===== src/rsos_pkg.sv =====
// ----------------------------------------------------------------------------
// rsos_pkg
// Shared types and constants for the range scan object segmenter.
// ----------------------------------------------------------------------------
`default_nettype none

package rsos_pkg;

    // Configuration port
    localparam int APB_ADDR_W = 4;
    localparam int APB_DATA_W = 32;

    // Register and result field widths
    localparam int MAX_DIST_W   = 16;
    localparam int MIN_WIDTH_W  = 8;
    localparam int EDGE_TOL_W   = 16;
    localparam int OFFSET_W     = 5;
    localparam int ANGLE_W      = 9;
    localparam int WIDTH_DEG_W  = 8;
    localparam int OBJ_DIST_W   = 16;
    localparam int OBJ_INDEX_W  = 7;
    localparam int INDEX_W      = 8;
    localparam int M_TDATA_W    = ANGLE_W + WIDTH_DEG_W + OBJ_DIST_W + OBJ_INDEX_W;

    // Sweep geometry in degrees
    localparam int SWEEP_DEG = 180;
    localparam int EDGE_DEG  = 2;

    // Register reset values
    localparam logic [MAX_DIST_W-1:0]  MAX_DIST_RST  = 16'hFFFF;
    localparam logic [MIN_WIDTH_W-1:0] MIN_WIDTH_RST = 8'd0;
    localparam logic [EDGE_TOL_W-1:0]  EDGE_TOL_RST  = 16'd160;
    localparam logic [OFFSET_W-1:0]    OFFSET_RST    = 5'b11011;

    localparam logic [OBJ_INDEX_W-1:0] OBJ_INDEX_MAX = 7'd127;
    localparam logic [INDEX_W-1:0]     INDEX_MAX     = 8'd255;
    localparam logic [WIDTH_DEG_W-1:0] WIDTH_DEG_MAX = 8'd255;

    // Register map, word index
    typedef enum logic [1:0] {
        REG_MAX_DISTANCE = 2'd0,
        REG_MIN_WIDTH    = 2'd1,
        REG_EDGE_TOL     = 2'd2,
        REG_ANGLE_OFFSET = 2'd3
    } cfg_reg_t;

    // Result beat, last field in the lowest bits
    typedef struct packed {
        logic [OBJ_INDEX_W-1:0] object_index;
        logic [OBJ_DIST_W-1:0]  object_distance;
        logic [WIDTH_DEG_W-1:0] width_deg;
        logic [ANGLE_W-1:0]     center_angle;
    } result_t;

endpackage

`default_nettype wire


===== src/range_scan_object_segmenter_top.sv =====
// ----------------------------------------------------------------------------
// range_scan_object_segmenter_top
// Splits one angular range sweep into objects and reports each object's
// center angle, angular width, midpoint distance and index in the sweep.
// ----------------------------------------------------------------------------
//  channel   dir   handshake          payload
//  s_*       in    s_tvalid/s_tready  s_tdata: distance; s_tlast: last sample
//  m_*       out   m_tvalid/m_tready  m_tdata: angle, width, distance, index
//  apb       in    psel/penable       four config registers at 4*i
//
//  One sample per cycle while the result register can load. A sample is held
//  in the input register, then the segment logic updates the run state and
//  loads the result register. Reset is synchronous, with no clearing pass. A
//  stalled result holds; one more sample is taken into the input register and
//  then s_tready drops.
// ----------------------------------------------------------------------------
`default_nettype none

module range_scan_object_segmenter_top #(
    parameter int STEP_DEG  = 2,
    parameter int DIST_BITS = 16
) (
    input  wire logic                             aclk,
    input  wire logic                             aresetn,
    // distance in [DIST_BITS-1:0], zero padded to whole bytes
    input  wire logic [((DIST_BITS+7)/8)*8-1:0]   s_tdata,
    input  wire logic                             s_tlast,
    input  wire logic                             s_tvalid,
    output logic                                  s_tready,
    // center_angle[8:0], width_deg[16:9], object_distance[32:17],
    // object_index[39:33]
    output logic [rsos_pkg::M_TDATA_W-1:0]        m_tdata,
    output logic                                  m_tvalid,
    input  wire logic                             m_tready,
    input  wire logic                             psel,
    input  wire logic                             penable,
    input  wire logic                             pwrite,
    input  wire logic [rsos_pkg::APB_ADDR_W-1:0]  paddr,
    input  wire logic [rsos_pkg::APB_DATA_W-1:0]  pwdata,
    output logic [rsos_pkg::APB_DATA_W-1:0]       prdata,
    output logic                                  pready
);

    import rsos_pkg::*;

    localparam int CW          = ((DIST_BITS > MAX_DIST_W) ? DIST_BITS : MAX_DIST_W) + 2;
    localparam int LEFT_LIMIT  = EDGE_DEG / STEP_DEG;
    localparam int RIGHT_LIMIT = (SWEEP_DEG / STEP_DEG) - (EDGE_DEG / STEP_DEG);

    // ------------------------------------------------------------------
    // Configuration registers
    // ------------------------------------------------------------------
    logic [MAX_DIST_W-1:0]  max_dist_reg;
    logic [MIN_WIDTH_W-1:0] min_width_reg;
    logic [EDGE_TOL_W-1:0]  edge_tol_reg;
    logic [OFFSET_W-1:0]    offset_reg;
    logic                   cfg_wr;
    cfg_reg_t               cfg_sel;

    assign pready  = 1'b1;
    assign cfg_wr  = psel && penable && pwrite && pready;
    assign cfg_sel = cfg_reg_t'(paddr[3:2]);

    always_ff @(posedge aclk) begin
        if (!aresetn) begin
            max_dist_reg  <= MAX_DIST_RST;
            min_width_reg <= MIN_WIDTH_RST;
            edge_tol_reg  <= EDGE_TOL_RST;
            offset_reg    <= OFFSET_RST;
        end else if (cfg_wr) begin
            case (cfg_sel)
                REG_MAX_DISTANCE: max_dist_reg  <= pwdata[MAX_DIST_W-1:0];
                REG_MIN_WIDTH:    min_width_reg <= pwdata[MIN_WIDTH_W-1:0];
                REG_EDGE_TOL:     edge_tol_reg  <= pwdata[EDGE_TOL_W-1:0];
                REG_ANGLE_OFFSET: offset_reg    <= pwdata[OFFSET_W-1:0];
                default: ;
            endcase
        end
    end

    always_comb begin
        case (cfg_sel)
            REG_MAX_DISTANCE: prdata = APB_DATA_W'(max_dist_reg);
            REG_MIN_WIDTH:    prdata = APB_DATA_W'(min_width_reg);
            REG_EDGE_TOL:     prdata = APB_DATA_W'(edge_tol_reg);
            REG_ANGLE_OFFSET: prdata = APB_DATA_W'(offset_reg);
            default:          prdata = '0;
        endcase
    end

    // ------------------------------------------------------------------
    // Input register and result register handshake
    // ------------------------------------------------------------------
    logic                 in_valid_reg;
    logic [DIST_BITS-1:0] in_dist_reg;
    logic                 in_last_reg;
    logic                 out_valid_reg;
    result_t              out_data_reg;
    logic                 out_load;
    logic                 proc;
    logic                 s_beat;

    assign out_load = !out_valid_reg || m_tready;
    assign proc     = in_valid_reg && out_load;
    assign s_tready = !in_valid_reg || out_load;
    assign s_beat   = s_tvalid && s_tready;
    assign m_tvalid = out_valid_reg;
    assign m_tdata  = out_data_reg;

    always_ff @(posedge aclk) begin
        if (!aresetn) begin
            in_valid_reg <= 1'b0;
        end else if (s_tready) begin
            in_valid_reg <= s_tvalid;
        end
    end

    always_ff @(posedge aclk) begin
        if (s_beat) begin
            in_dist_reg <= s_tdata[DIST_BITS-1:0];
            in_last_reg <= s_tlast;
        end
    end

    // ------------------------------------------------------------------
    // Run state and segment logic
    // ------------------------------------------------------------------
    logic [DIST_BITS-1:0]   run_min_reg, run_min_next;
    logic [DIST_BITS-1:0]   run_max_reg, run_max_next;
    logic [INDEX_W-1:0]     run_start_reg, run_start_next;
    logic [INDEX_W-1:0]     sample_index_reg, sample_index_next;
    logic                   seed_pending_reg, seed_pending_next;
    logic [OBJ_INDEX_W-1:0] object_count_reg, object_count_next;

    logic [CW-1:0]          d_x, min_x, max_x, tol_x, sum_x, lim_x;
    logic                   seeding, outside, close, pass, emit;
    logic [INDEX_W-1:0]     run_len;
    logic [INDEX_W:0]       run_end;
    logic [INDEX_W:0]       center_pos;
    logic [12:0]            ang_prod;
    logic [13:0]            ang_sum;
    logic [11:0]            width_prod;
    result_t                result;

    assign seeding = seed_pending_reg;
    assign d_x     = CW'(in_dist_reg);
    assign min_x   = CW'(run_min_reg);
    assign max_x   = CW'(run_max_reg);
    assign tol_x   = CW'(edge_tol_reg);
    assign lim_x   = CW'({max_dist_reg, 1'b0});
    assign outside = !seeding && ((d_x > max_x + tol_x) || (d_x + tol_x < min_x));
    assign close   = outside || (in_last_reg && sample_index_reg != '0);

    // a seeding sample that closes the sweep forms a run of its own value
    assign sum_x   = seeding ? (d_x + d_x) : (min_x + max_x);
    assign run_len = sample_index_reg - run_start_reg;
    assign run_end = {1'b0, run_start_reg} + {1'b0, run_len};

    // length >= floor(min_width / STEP_DEG) is (length + 1) * STEP_DEG > min_width
    assign pass = (13'(width_prod) + 13'(STEP_DEG) > 13'(min_width_reg))
               && (sum_x <= lim_x)
               && (run_start_reg > INDEX_W'(LEFT_LIMIT))
               && (run_end < (INDEX_W+1)'(RIGHT_LIMIT));
    assign emit = close && pass;

    assign center_pos = {1'b0, run_start_reg} + {2'b00, run_len[INDEX_W-1:1]};
    assign ang_prod   = 13'(center_pos * STEP_DEG);
    assign ang_sum    = {1'b0, ang_prod} + {{(14-OFFSET_W){offset_reg[OFFSET_W-1]}}, offset_reg};
    assign width_prod = 12'(run_len * STEP_DEG);

    always_comb begin
        result.center_angle    = ang_sum[ANGLE_W-1:0];
        result.width_deg       = (width_prod > 12'(WIDTH_DEG_MAX)) ? WIDTH_DEG_MAX
                                                                   : width_prod[WIDTH_DEG_W-1:0];
        result.object_distance = sum_x[OBJ_DIST_W:1];
        result.object_index    = object_count_reg;
    end

    always_comb begin
        run_min_next      = run_min_reg;
        run_max_next      = run_max_reg;
        run_start_next    = run_start_reg;
        sample_index_next = sample_index_reg;
        seed_pending_next = seed_pending_reg;
        object_count_next = object_count_reg;

        if (proc) begin
            if (seeding) begin
                run_min_next      = in_dist_reg;
                run_max_next      = in_dist_reg;
                seed_pending_next = 1'b0;
            end else if (!outside && !in_last_reg) begin
                if (in_dist_reg > run_max_reg) begin
                    run_max_next = in_dist_reg;
                end else if (in_dist_reg < run_min_reg) begin
                    run_min_next = in_dist_reg;
                end
            end

            if (emit && object_count_reg != OBJ_INDEX_MAX) begin
                object_count_next = object_count_reg + 1'b1;
            end

            // breaking sample starts the next run, the one after seeds it
            if (close && !in_last_reg) begin
                seed_pending_next = 1'b1;
                run_start_next    = sample_index_reg;
            end

            if (in_last_reg) begin
                run_min_next      = '0;
                run_max_next      = '0;
                run_start_next    = '0;
                sample_index_next = '0;
                seed_pending_next = 1'b1;
                object_count_next = '0;
            end else if (sample_index_reg != INDEX_MAX) begin
                sample_index_next = sample_index_reg + 1'b1;
            end
        end
    end

    always_ff @(posedge aclk) begin
        if (!aresetn) begin
            run_min_reg      <= '0;
            run_max_reg      <= '0;
            run_start_reg    <= '0;
            sample_index_reg <= '0;
            seed_pending_reg <= 1'b1;
            object_count_reg <= '0;
            out_valid_reg    <= 1'b0;
        end else begin
            run_min_reg      <= run_min_next;
            run_max_reg      <= run_max_next;
            run_start_reg    <= run_start_next;
            sample_index_reg <= sample_index_next;
            seed_pending_reg <= seed_pending_next;
            object_count_reg <= object_count_next;
            if (out_load) begin
                out_valid_reg <= proc && emit;
            end
        end
    end

    always_ff @(posedge aclk) begin
        if (proc && emit) begin
            out_data_reg <= result;
        end
    end

`ifndef SYNTHESIS
    a_start_le_index: assert property (@(posedge aclk) disable iff (!aresetn)
        run_start_reg <= sample_index_reg)
        else $error("run start beyond sample index");

    a_sweep_restart: assert property (@(posedge aclk) disable iff (!aresetn)
        proc && in_last_reg |=> sample_index_reg == '0 && seed_pending_reg
                                && object_count_reg == '0)
        else $error("sweep state not cleared after last sample");

    a_count_step: assert property (@(posedge aclk) disable iff (!aresetn)
        proc && emit && !in_last_reg && object_count_reg != OBJ_INDEX_MAX
        |=> object_count_reg == $past(object_count_reg) + 1'b1)
        else $error("object count did not advance");

    a_hold_input: assert property (@(posedge aclk) disable iff (!aresetn)
        in_valid_reg && !out_load |-> !s_tready)
        else $error("input taken while input register blocked");
`endif

endmodule

`default_nettype wire


===== config.mk =====
export PLATFORM = sky130hd
export DESIGN_NAME = range_scan_object_segmenter_top
export DESIGN_NICKNAME = d
export VERILOG_FILES = /design/src/rsos_pkg.sv /design/src/range_scan_object_segmenter_top.sv
export SDC_FILE = /design/constraint.sdc
export NUM_CORES = 1
export LEC_CHECK = 0
export BUFFER_PORTS_ARGS = -buffer_cell sky130_fd_sc_hd__buf_2
export CAP_MARGIN = 25
export CORE_UTILIZATION = 60
export DETAILED_ROUTE_END_ITERATION = 8
export PLACE_DENSITY = 0.79
export SYNTH_ARGS = -nofsm -noshare
export SYNTH_HDL_FRONTEND = slang
export SYNTH_SLANG_ARGS = --single-unit

===== constraint.sdc =====
create_clock -name aclk -period 6.87 [get_ports aclk]
set_clock_uncertainty 0.2 [all_clocks]
set_input_delay 2.061 -clock aclk [delete_from_list [all_inputs] [get_ports aclk]]
set_output_delay 2.061 -clock aclk [all_outputs]
set_load 0.02 [all_outputs]

=== Word-level counts from Yosys, hierarchy flattened ===
Cells that the tools add are included.

* Flip-flop bits (word level): 160
* Input bits: 60
* Output and inout port bits: 75
* Logic and storage cells: 105

* Add/subtract/negate cells: 11
* Order comparisons: 9
* Equality and inequality tests: 6
* Muxes and demuxes: 20
* Reduce and logical (&&, ||, !) cells: 40

{| class="wikitable"
|+ Operator list
! cell !! number
|-
| $mux W16 || 9
|-
| $pmux W32 S4 || 1
|-
| $add A16 B16 Y17 || 4
|-
| $mux W8 || 4
|-
| $gt A16 B17 Y1 || 1
|-
| $le A17 B17 Y1 || 1
|-
| $lt A17 B16 Y1 || 1
|-
| $mux W17 || 1
|-
| $gt A16 B16 Y1 || 1
|-
| $lt A16 B16 Y1 || 1
|-
| $logic_and A1 B1 Y1 || 14
|-
| $mux W7 || 2
|-
| $reduce_and A2 Y1 || 7
|-
| $add A9 B2 Y10 const B || 1
|-
| $gt A10 B8 Y1 || 1
|-
| $add A8 B8 Y9 || 1
|-
| $add A9 B5 Y9 || 1
|-
| $gt A9 B8 Y1 const B || 1
|-
| $lt A9 B7 Y1 const B || 1
|-
| $reduce_bool A3 Y1 || 3
|-
| $add A8 B1 Y8 const B || 1
|-
| $add A8 B7 Y8 || 1
|-
| $gt A8 B1 Y1 const B || 1
|-
| $ne A8 B8 Y1 const B || 1
|-
| other kinds (14) || 26
|}

=== Depth between registers and ports, before layout ===
Gate-level depths: netlist (run 1).

* Depth in word-level cells: 10
* Mapped depth: 21
* Depth with buffers taken out: 21

=== Worst setup path after synthesis (run 1) ===
No wires, ideal clock.

* Kind: in2out
* From: in paddr[3] (netlist name)
* To: out prdata[10] (netlist name)
* Data arrival time: 3.310 ns
* Required time: 4.609 ns
* Slack: 1.299 ns
* Stages: 4
* Path buffers: 2
* Cells stage by stage: clkbuf_1 clkbuf_1 mux2i_1 nor2_1

* Longest elaborated chain between the ends: 2
* Elaborated cells between the ends (all ways): 5
* Classes of those cells: eq/ne: 3; mux: 1; reduce/logical: 1

{| class="wikitable"
|+ RTL lines
! item !! RTL line !! RTL
|-
| from (decl) || range_scan_object_segmenter_top.sv:38 || <nowiki>input wire logic [rsos_pkg::APB_ADDR_W-1:0] paddr,</nowiki>
|-
| $eq A2 B2 Y1, or another cell as far along || range_scan_object_segmenter_top.sv:82 || <nowiki>case (cfg_sel)</nowiki>
|-
| $pmux W32 S4 (*) || range_scan_object_segmenter_top.sv:82 ||
|-
| to (decl) || range_scan_object_segmenter_top.sv:40 || <nowiki>output logic [rsos_pkg::APB_DATA_W-1:0] prdata,</nowiki>
|}

Mark *: on every way between the ends. The rest lies on a longest branch, timed or not. The select of a mux whose other input is x is not followed.

==> results of run 1 <==
[layout make-up]
| cell class | instances | share of cell area, % |
|---|---|---|
| clock inverter | 14 | 1.40 |
| timing repair buffer | 106 | 4.35 |
| tap | 260 | 2.49 |
| multi-input combinational | 967 | 56.1 |
| sequential | 160 | 28.9 |
| clock buffer | 18 | 3.45 |
| inverter | 113 | 3.25 |
[worst register-to-register path, cell delays in order (launching register included)]
cell,delay (ns)
dfxtp_1,0.49
ha_1,0.29
a21oi_1,0.18
o21ai_0,0.19
o211ai_1,0.25
nand2_1,0.12
o41ai_1,0.78
o211ai_1,0.24
a21oi_1,0.24
xor2_1,0.18
o21ai_1,0.12
ha_1,0.33
nand4_1,0.15
nor3_1,0.44
nand2_1,0.13
a221oi_1,0.47
nand4_2,0.24
clkinv_1,0.08
buf_4,0.48
[path summary, 6_finish.rpt]
check	start	endpoint	slack, ns	cells after the start
worst max register to register	run_max_reg[1]	m_tdata[20]	0.91	18
worst min register to register	object_count_reg[6]	m_tdata[39]	0.24	0
worst min-delay path	object_count_reg[6]	m_tdata[39]	0.24	0
worst max-delay path	run_max_reg[1]	m_tdata[20]	0.91	18
[power groups by stage]
stage / clock network, mW / logic [mW] / registers, mW
after global routing: 1.03 / 0.442 / 1.04
after floorplan: 0 / 0.294 / 1.04
after global placement: 0 / 0.371 / 1.06
after detailed placement: 0 / 0.385 / 1.06
after CTS: 1.01 / 0.392 / 1.03
final: 0.991 / 0.398 / 1.04
[layer usage]
layer / GRT usage (%) / wire (µm) / part of all wire [%] / vias to the layer above
li1: - / - / - / 4737
met1: 40.8 / 13400 / 45 / 4613
met2: 47.7 / 13300 / 45 / 338
met3: 6.49 / 2310 / 7.7 / 53
met4: 12.4 / 804 / 2.7 / 0
met5: 0 / 0 / 0 / -
[cells in the mapped netlist (4+ instances only)]
cell / instances / area share, %
nor2b_1: 21 / 1.1
a221oi_1: 4 / 0.30
o211ai_1: 21 / 1.3
o21ai_1: 12 / 0.51
o21bai_1: 15 / 0.96
nor2_1: 53 / 1.7
and3_1: 5 / 0.27
a21boi_0: 15 / 0.96
edfxtp_1: 57 / 15
nand2b_1: 8 / 0.43
nor3_1: 23 / 0.98
xor2_1: 27 / 2.0
o31ai_1: 6 / 0.38
fa_1: 7 / 1.2
o22ai_1: 4 / 0.21
a211oi_1: 10 / 0.64
o21ai_0: 41 / 1.7
dfxtp_1: 103 / 18
inv_1: 111 / 3.5
nand3_1: 37 / 1.6
nand4_1: 14 / 0.74
nor4_1: 4 / 0.21
mux2i_1: 60 / 5.1
nand2_1: 151 / 4.8
xnor2_1: 42 / 3.1
dlygate4sd1_1: 5 / 0.37
o21a_1: 9 / 0.57
and2_1: 9 / 0.48
buf_4: 18 / 1.1
clkbuf_1: 23 / 0.73
ha_1: 165 / 18
a32o_1: 8 / 0.68
a21oi_1: 67 / 2.8
mux4_2: 5 / 0.96
a21o_1: 34 / 2.2
[per-stage QoR]
stage / area [µm²] / total power [mW] / utilization, % / worst slack [ns] / cells
after floorplan: 11800 / 1.34 / - / 1.30 / 1289
after global placement: 12400 / 1.43 / 65.3 / 1.05 / 1605
after detailed placement: 12400 / 1.44 / 65.5 / 0.982 / 1606
after CTS: 13000 / 2.43 / 68.8 / 0.972 / 1638
after global routing: 13000 / 2.51 / 68.8 / 0.578 / 1638
final: 13000 / 2.43 / 68.8 / 0.909 / 1638
[cells in the final DEF (no fill, tap or decap), types with 18 or more instances in the layout]
| master | instances |
|---|---|
| mux2i_1 | 60 |
| o211ai_1 | 21 |
| clkbuf_16 | 18 |
| inv_1 | 110 |
| nor2b_1 | 21 |
| buf_2 | 99 |
| a21o_1 | 34 |
| nand2_1 | 151 |
| dfxtp_1 | 103 |
| xor2_1 | 27 |
| ha_1 | 165 |
| nor3_1 | 22 |
| o21ai_0 | 41 |
| edfxtp_1 | 57 |
| nand3_1 | 37 |
| a21oi_1 | 67 |
| nor2_1 | 53 |
| xnor2_1 | 42 |
[cell families after synthesis]
family	after synthesis	synth area share [%]
flops	160	32.1
compound gates	291	17.2
buf+inv	162	6.22
fa+ha+maj	172	18.7
mux	66	6.16
other cells	2	0.0638
xor+xnor	71	5.41
simple gates	350	14.1
==> impl_metrics.csv, run 1 <==
group,metric,value,unit
run_status,outcome,"finished clean",
layout,antennaDiodeCount,0,
clocking,insertion_delay,0.45,ns
sta,worstMarginPinSlew,1.03,ns
floorplan,ios,135,
synthesis,synth_edf_count,57,
routing,via_count,9741,
sta,maxSlewHeadroom,31.2,%
worst_setup_path,path_cells,"ha_1, a21oi_1, o21ai_0, o211ai_1, nand2_1, o41ai_1, o211ai_1, a21oi_1, xor2_1, o21ai_1, ha_1, nand4_1, nor3_1, nand2_1, a221oi_1, nand4_2, clkinv_1, buf_4",
synthesis,synth.avg_cell_area,9.24,µm²
sta,setup_viol,0,
clocking,clock-sinks,160,
clocking,cts_max_level,4,
sta,period_share,86.8,%
floorplan,dieArea,0.0202,mm²
synthesis,synth-main-ff-cell,"dfxtp_1",
layout,final_net_count,1597,
worst_setup_path,cpLargestDelayFamily,"compound AO/OA/AOI/OAI gates",
worst_setup_path,critPathBufInv,2,
global_routing,grt_pass1_vias,9319,
sta,clock.fmax,0.168,GHz
layout,fillerInstances,1487,
routing,first_pass_iters,5,
synthesis,syn_area,0.0118,mm²
synthesis,async_flop_share,0,%
global_routing,grt_max_degree,64,
placed_design,gp_congestion,0.987,
hold_path,hold_class,"register to register",
layout,multi_input_area,0.00732,mm²
worst_setup_path,cp.arrival,5.84,ns
power,p_int,1.68,mW
clocking,numCtsBuffers,17,
routing,finalWirelength,29800,µm
sta,slew_viol_final,0,
sta,whs,0.243,ns
floorplan,core_area,0.0190,mm²
worst_setup_path,start_kind,"register",
routing,vias_per_cell,5.95,
power,power-per-cell-area,186,mW/mm²
clocking,cts_hold_buf,0,
clocking,cts_resized,0,
layout,synthToLayoutAreaGrowth,10.9,%
power,ir_drop,0.168,mV
floorplan,die_y,142,µm
synthesis,synth-seq-area-share,32.1,%
layout,largest_reg_flops,40,
floorplan,fp.dieW,142,µm
worst_setup_path,critPathSlowestCell,"o41ai_1",
placed_design,portBuffers,99,
layout,ff_latch_area,0.00377,mm²
floorplan,rows,50,
global_routing,grt_util_all_layers,30.4,%
synthesis,synth_cell_type_count,85,
power,pwr-share-clk,40.9,%
placed_design,dpl.hpwl,22600,µm
worst_setup_path,path_class,"register to register",
synthesis,yosysWarnings,0,
sta,rsz0062_at_grt,"false",
clocking,tritoncts,"done",
run,drv_cap,0,
routing,drt_iter0_markers,670,
routing,drc,0,
routing,final_antenna_net_count,0,
power,share_comb_of_total_power,16.4,%
clocking,clk_pin_slew,0.07,ns
layout,layout-drive-gt1-share,12.6,%
worst_setup_path,end_kind,"register",
sta,fin_setup_tns,0,ns
routing,wl_per_cell,18.2,µm
floorplan,start_util,62.1,%
power,netSwitchingFraction,30.7,%
power,p_switching,0.745,mW
clocking,clock-root-buffer,"clkbuf_16",
power,p_leak,5.91,nW
global_routing,grt-ovfl-total,0,
clocking,postCtsSetupRepairBufs,0,
power,seq_power_share,42.7,%
synthesis,synth.ff_latch_count,160,
worst_setup_path,path_max_fanout,40,
synthesis,syn_inst,1274,
global_routing,antenna_found_initial,0,
clocking,clockBufferDepth,2,
global_routing,grt_pass1_wl,47000,µm
sta,finalCriticalPeriod,5.96,ns
worst_setup_path,worstPathRequired,6.75,ns
worst_setup_path,critical-path-max-stage-delay,0.78,ns
sta,finalHoldViolations,0,
Note: power is estimated with default switching activity, not from simulation.
==> run 2: changes to the inputs <==
CELL_PAD_IN_SITES_DETAIL_PLACEMENT = 0   (was default)
CELL_PAD_IN_SITES_GLOBAL_PLACEMENT = 1   (was default)
CORE_UTILIZATION = 46   (was 60)
PLACE_DENSITY = 0.78   (was 0.79)
==> run 2 against run 1 <==
Effect of this change:
- the run now ends with DRC left
- utilization fell by 17 points
- non-clock buffer count is 1 higher
- routed wire length rose by 0.74%
- first-iteration DRC count down 3.9%
- cell count grew 4.3%
- largest power group unchanged
- final area is 0.46% higher
- via count is 2.7% lower
==> impl_metrics.csv, run 2 (synthesis gave the netlist of run 1 again) <==
group,metric,value,unit
global_routing,grt_max_degree,59,
sta,slew_viol_final,0,
placed_design,portBuffers,99,
layout,final_common_cell,"ha_1",
clocking,cts_max_level,4,
sta,finalCriticalPeriod,5.74,ns
floorplan,core_area,0.0251,mm²
power,seq_power_share,43.2,%
power,power-per-cell-area,184,mW/mm²
routing,finalWirelength,30000,µm
power,p_int,1.72,mW
global_routing,grt_util_all_layers,23.3,%
routing,drt_iter0_markers,644,
layout,synthToLayoutAreaGrowth,11.4,%
clocking,cts_resized,0,
routing,drc,1,
worst_setup_path,critical-path-max-stage-delay,0.49,ns
run,drv_cap,0,
routing,vias_per_cell,5.55,
power,p_leak,5.91,nW
worst_setup_path,path_class,"register to register",
global_routing,grt-ovfl-total,0,
layout,utilization,52.2,%
worst_setup_path,cp.arrival,5.65,ns
worst_setup_path,worstPathRequired,6.77,ns
layout,largest_reg_flops,40,
sta,clock.fmax,0.174,GHz
clocking,clockBufferDepth,2,
power,netSwitchingFraction,28.8,%
routing,final_antenna_net_count,0,
layout,antennaDiodeCount,0,
floorplan,die_y,162,µm
run_status,violations,"DRC",
sta,timing.final.ws_setup,1.13,ns
sta,finalHoldViolations,0,
worst_setup_path,end_kind,"register",
sta,setup_viol,0,
layout,final_net_count,1598,
floorplan,dieArea,0.0262,mm²
floorplan,start_util,46.9,%
clocking,clock-root-buffer,"clkbuf_16",
power,ir_drop,0.129,mV
clocking,cts_hold_buf,0,
routing,wl_per_cell,17.6,µm
worst_setup_path,start_kind,"register",
clocking,clock-sinks,160,
floorplan,rows,58,
clocking,numCtsBuffers,17,
layout,final_cell_mix,"ha_1, nand2_1, inv_1",
clocking,tritoncts,"done",
worst_setup_path,path_max_fanout,21,
floorplan,fp.dieW,162,µm
sta,rsz0062_at_grt,"false",
clocking,postCtsSetupRepairBufs,0,
power,share_comb_of_total_power,15.7,%
placed_design,dpl.hpwl,23200,µm
sta,maxSlewHeadroom,31.1,%
global_routing,grt_pass1_vias,8756,
routing,via_count,9478,
layout,layout-drive-gt1-share,12.7,%
power,p_total,2.41,mW
sta,worstMarginPinSlew,1.03,ns
worst_setup_path,rrSetupSlack,1.13,ns
clocking,clk_pin_slew,0.07,ns
hold_path,hold_class,"register to register",
run_status,outcome,"finished with violations",
global_routing,antenna_found_initial,0,
sta,fin_setup_tns,0,ns
sta,period_share,83.6,%
placed_design,gp_congestion,0.901,
global_routing,grt_pass1_wl,47200,µm
power,pwr-share-clk,41.2,%
floorplan,ios,135,
clocking,insertion_delay,0.44,ns
placed_design,dp_worst_setup_slack,1.12,ns
routing,first_pass_iters,7,
worst_setup_path,critPathSlowestCell,"a221oi_1",
power,p_switching,0.694,mW
worst_setup_path,path_cells,"ha_1, fa_1, a21o_1, a21o_1, a21oi_1, o21ai_1, a41o_1, o41a_1, nand4_1, nand2_1, o31ai_1, ha_1, a21oi_1, o21ai_0, a211oi_1, o21ai_1, a221oi_1, nand4_2, inv_2, buf_4",
run 2: area by class of cell:
class	count	area [µm²]
inverter	113	424
timing repair buffer	107	556
tap	330	413
sequential	160	3770
fill	2374	12000
clock inverter	9	81.3
clock buffer	23	532
multi-input combinational	967	7330
run 2: worst max-delay path, delay by kind of cell, from the launching register on:
family,cells,cell delay (ns)
buffers and inverters,2,0.42
flip-flops,1,0.35
AND/OR/NAND/NOR,3,0.47
AO/OA/AOI/OAI,12,2.98
adder cells (fa/ha/maj),3,0.97
run 2: path summary, 6_finish.rpt:
path,start,end,cells past startpoint
min,object_count_reg[6],m_tdata[39],0
max reg2reg,run_min_reg[0],m_tdata[37],20
max,run_min_reg[0],m_tdata[37],20
min reg2reg,object_count_reg[6],m_tdata[39],0
run 2: power by group through the flow:
stage | combinational [mW] | clock, mW | sequential [mW]
after floorplan | 0.294 | 0 | 1.04
after global placement | 0.370 | 0 | 1.06
after detailed placement | 0.375 | 0 | 1.06
after CTS | 0.379 | 1.01 | 1.04
after global routing | 0.425 | 1.05 | 1.05
final | 0.378 | 0.993 | 1.04
run 2: routing by layer:
metal | global-route usage (%) | vias to the layer above | share of wire, %
met5 | 0 | - | 0
met4 | 5.53 | 0 | 1.2
met3 | 2.60 | 21 | 5.4
met2 | 34.7 | 264 | 42
met1 | 35.6 | 4474 | 51
li1 | - | 4719 | -
run 2: stage by stage:
stage	cell area, µm²	hold slack, ns	instances
final	13100	0.266	1709
after global routing	13100	0.258	1709
after CTS	13100	0.269	1709
after detailed placement	12500	0.247	1677
after global placement	12500	0.242	1677
after floorplan	11800	0.208	1289
==> run 3: changes to the inputs <==
ABC_AREA = 1   (was default)
CORE_UTILIZATION = 40   (was 46)
PLACE_DENSITY = 0.74   (was 0.78)
clock period = 5.1 ns   (was 6.87 ns; I/O delays follow)
==> run 3 against run 2 <==
Effect of this change:
- the run now ends clean
- critical path depth increased by 3
- clock-buffer cell count decreased by 4
- sequential share of layout area decreased by 0.58 points
- global-route usage decreased by 1.8 points
- die area increased by 15%
- largest cell class unchanged
- largest power group unchanged
==> impl_metrics.csv, run 3 <==
group,metric,value,unit
run_status,outcome,"finished clean",
placed_design,dpl_cell_area,0.0127,mm²
layout,layout-drive-gt1-share,11.7,%
floorplan,fp.dieW,174,µm
layout,final_net_count,1846,
worst_setup_path,cp.arrival,4.54,ns
routing,vias_per_cell,5.09,
routing,first_pass_iters,5,
layout,synthToLayoutAreaGrowth,13.1,%
worst_setup_path,worstPathRequired,5.05,ns
worst_setup_path,start_kind,"register",
global_routing,grt_max_degree,66,
clocking,cts_resized,0,
clocking,clock-sinks,160,
sta,finalHoldViolations,0,
global_routing,grt_pass1_vias,9612,
synthesis,syn_inst,1511,
sta,setup_viol,0,
routing,drt_iter0_markers,655,
floorplan,dieArea,0.0303,mm²
routing,drc,0,
worst_setup_path,cpLargestDelayFamily,"compound AO/OA/AOI/OAI gates",
sta,worstMarginPinSlew,0.726,ns
worst_setup_path,critPathLaunch,"run_min_reg[0]",
worst_setup_path,path_class,"register to register",
power,p_total,3.48,mW
worst_setup_path,critPathBufInv,4,
worst_setup_path,critPathSlowestCell,"fa_1",
clocking,clock-root-buffer,"clkbuf_16",
synthesis,synth_top_area_share,17.5,%
layout,antennaDiodeCount,0,
sta,maxSlewHeadroom,51.6,%
clocking,cts_max_level,4,
placed_design,portBuffers,99,
sta,clock.fmax,0.218,GHz
synthesis,yosysWarnings,0,
clocking,tritoncts,"done",
worst_setup_path,worst_path_most_repeated_cell,"nand2_1",
synthesis,synth_most_common_cell,"nand2_1",
clocking,cts_hold_buf,0,
sta,rsz0062_at_grt,"false",
run,drv_cap,0,
clocking,insertion_delay,0.45,ns
global_routing,grt_util_all_layers,21.5,%
synthesis,yosys.area.top_type,"ha_1",
worst_setup_path,regToRegStartpoint,"run_min_reg[0]",
synthesis,syn_area,0.0118,mm²
layout,final_cell_mix,"nand2_1, inv_1, ha_1",
routing,finalWirelength,32000,µm
sta,slew_viol_final,0,
clocking,clockBufferDepth,2,
power,p_leak,6.35,nW
clocking,clk_pin_slew,0.06,ns
placed_design,gp_congestion,0.878,
synthesis,ys_top_cells_by_count,"nand2_1, inv_1, ha_1",
floorplan,start_util,41.0,%
floorplan,die_y,174,µm
global_routing,grt_pass1_wl,50400,µm
worst_setup_path,path_max_fanout,21,
placed_design,dpl.hpwl,25700,µm
worst_setup_path,path_cells,"ha_1, fa_1, a21oi_1, o21ai_0, nand2_1, nand2_1, a21oi_1, xor2_1, o21ai_0, ha_1, nand2_1, inv_1, nand3_1, a2111oi_0, buf_4, nand2_1, nand2_1, nand2_1, nor2_1, and2_4, nand2_1, inv_4, buf_12",
worst_setup_path,r2r_end,"m_tdata[6]",
power,power-per-cell-area,260,mW/mm²
layout,design_area,0.0134,mm²
hold_path,hold_depth,0,
routing,wl_per_cell,15.9,µm
synthesis,synth_edf_count,57,
worst_setup_path,worstSetupEndpoint,"m_tdata[6]",
sta,fin_setup_tns,0,ns
worst_setup_path,critical-path-max-stage-delay,0.42,ns
layout,largest_reg_flops,40,
sta,period_share,90.1,%
worst_setup_path,r2r.worst_path.cells,23,
routing,via_count,10246,
synthesis,async_flop_share,0,%
synthesis,synth.area.top_cells,"ha_1, dfxtp_1, edfxtp_1",
synthesis,synth_cell_type_count,59,
worst_setup_path,rrSetupSlack,0.50,ns
worst_setup_path,critical_path_depth,23,
global_routing,grt-ovfl-total,0,
layout,final_common_cell,"nand2_1",
floorplan,core_area,0.0289,mm²
synthesis,synth-main-ff-cell,"dfxtp_1",
worst_setup_path,end_kind,"register",
hold_path,hold_class,"register to register",
synthesis,synth-seq-area-share,31.9,%
sta,finalCriticalPeriod,4.60,ns
clocking,postCtsSetupRepairBufs,0,
synthesis,synth.avg_cell_area,7.83,µm²
clocking,numCtsBuffers,17,
routing,final_antenna_net_count,0,
floorplan,rows,62,
floorplan,ios,135,
power,ir_drop,0.241,mV
synthesis,synth.ff_latch_count,160,
global_routing,antenna_found_initial,0,
[run 3: worst min path at each step]
stage,start,to,slack (ns)
final,offset_reg[0],m_tdata[0],0.29
after global routing,min_width_reg[5],min_width_reg[5],0.32
after CTS,offset_reg[0],m_tdata[0],0.29
after detailed placement,offset_reg[0],m_tdata[0],0.27
after global placement,sample_index_reg[5],run_start_reg[5],0.28
after floorplan,offset_reg[0],m_tdata[0],0.23
[run 3: area by class of cell]
type | count | area, µm²
fillers | 2928 | 15500
well taps | 384 | 480
flip-flops and latches | 160 | 3770
clock buffers | 19 | 443
multi-input cells | 1118 | 7100
inverters | 202 | 761
repair buffers | 115 | 661
clock inverters | 13 | 161
[run 3: report_power, final]
group / switching, mW / leakage (nW) / internal, mW
clock network: 0.552 / 0.287 / 0.782
logic: 0.451 / 4.70 / 0.267
registers: 0.0571 / 1.36 / 1.37
[run 3: through the flow]
stage | hold WS [ns] | cells | setup slack (ns) | utilization (%)
2_1_floorplan | 0.231 | 1526 | 0.684 | -
3_3_place_gp | 0.283 | 1978 | 0.448 | 44.2
3_5_place_dp | 0.271 | 1978 | 0.426 | 44.2
4_1_cts | 0.294 | 2010 | 0.402 | 46.2
5_1_grt | 0.319 | 2011 | 0.0493 | 46.3
6_report | 0.292 | 2011 | 0.505 | 46.3
[run 3: routing by layer]
metal	share of wire [%]	up-vias	GRT usage, %
li1	-	5296	-
met1	50	4708	29.9
met2	45	217	34.6
met3	4.2	25	3.65
met4	1.2	0	5.23
met5	0	-	0
[run 3: kinds of logic (layout without fill, tap and decap cells)]
| family | Yosys count | count (layout) | share of synthesized area (%) |
|---|---|---|---|
| flops | 160 | 160 | 31.9 |
| xor+xnor | 65 | 65 | 5.01 |
| other cells | 2 | 17 | 0.0635 |
| buf+inv | 248 | 349 | 8.57 |
| compound gates | 320 | 320 | 15.7 |
| fa+ha+maj | 172 | 172 | 18.6 |
| simple gates | 544 | 544 | 20.1 |
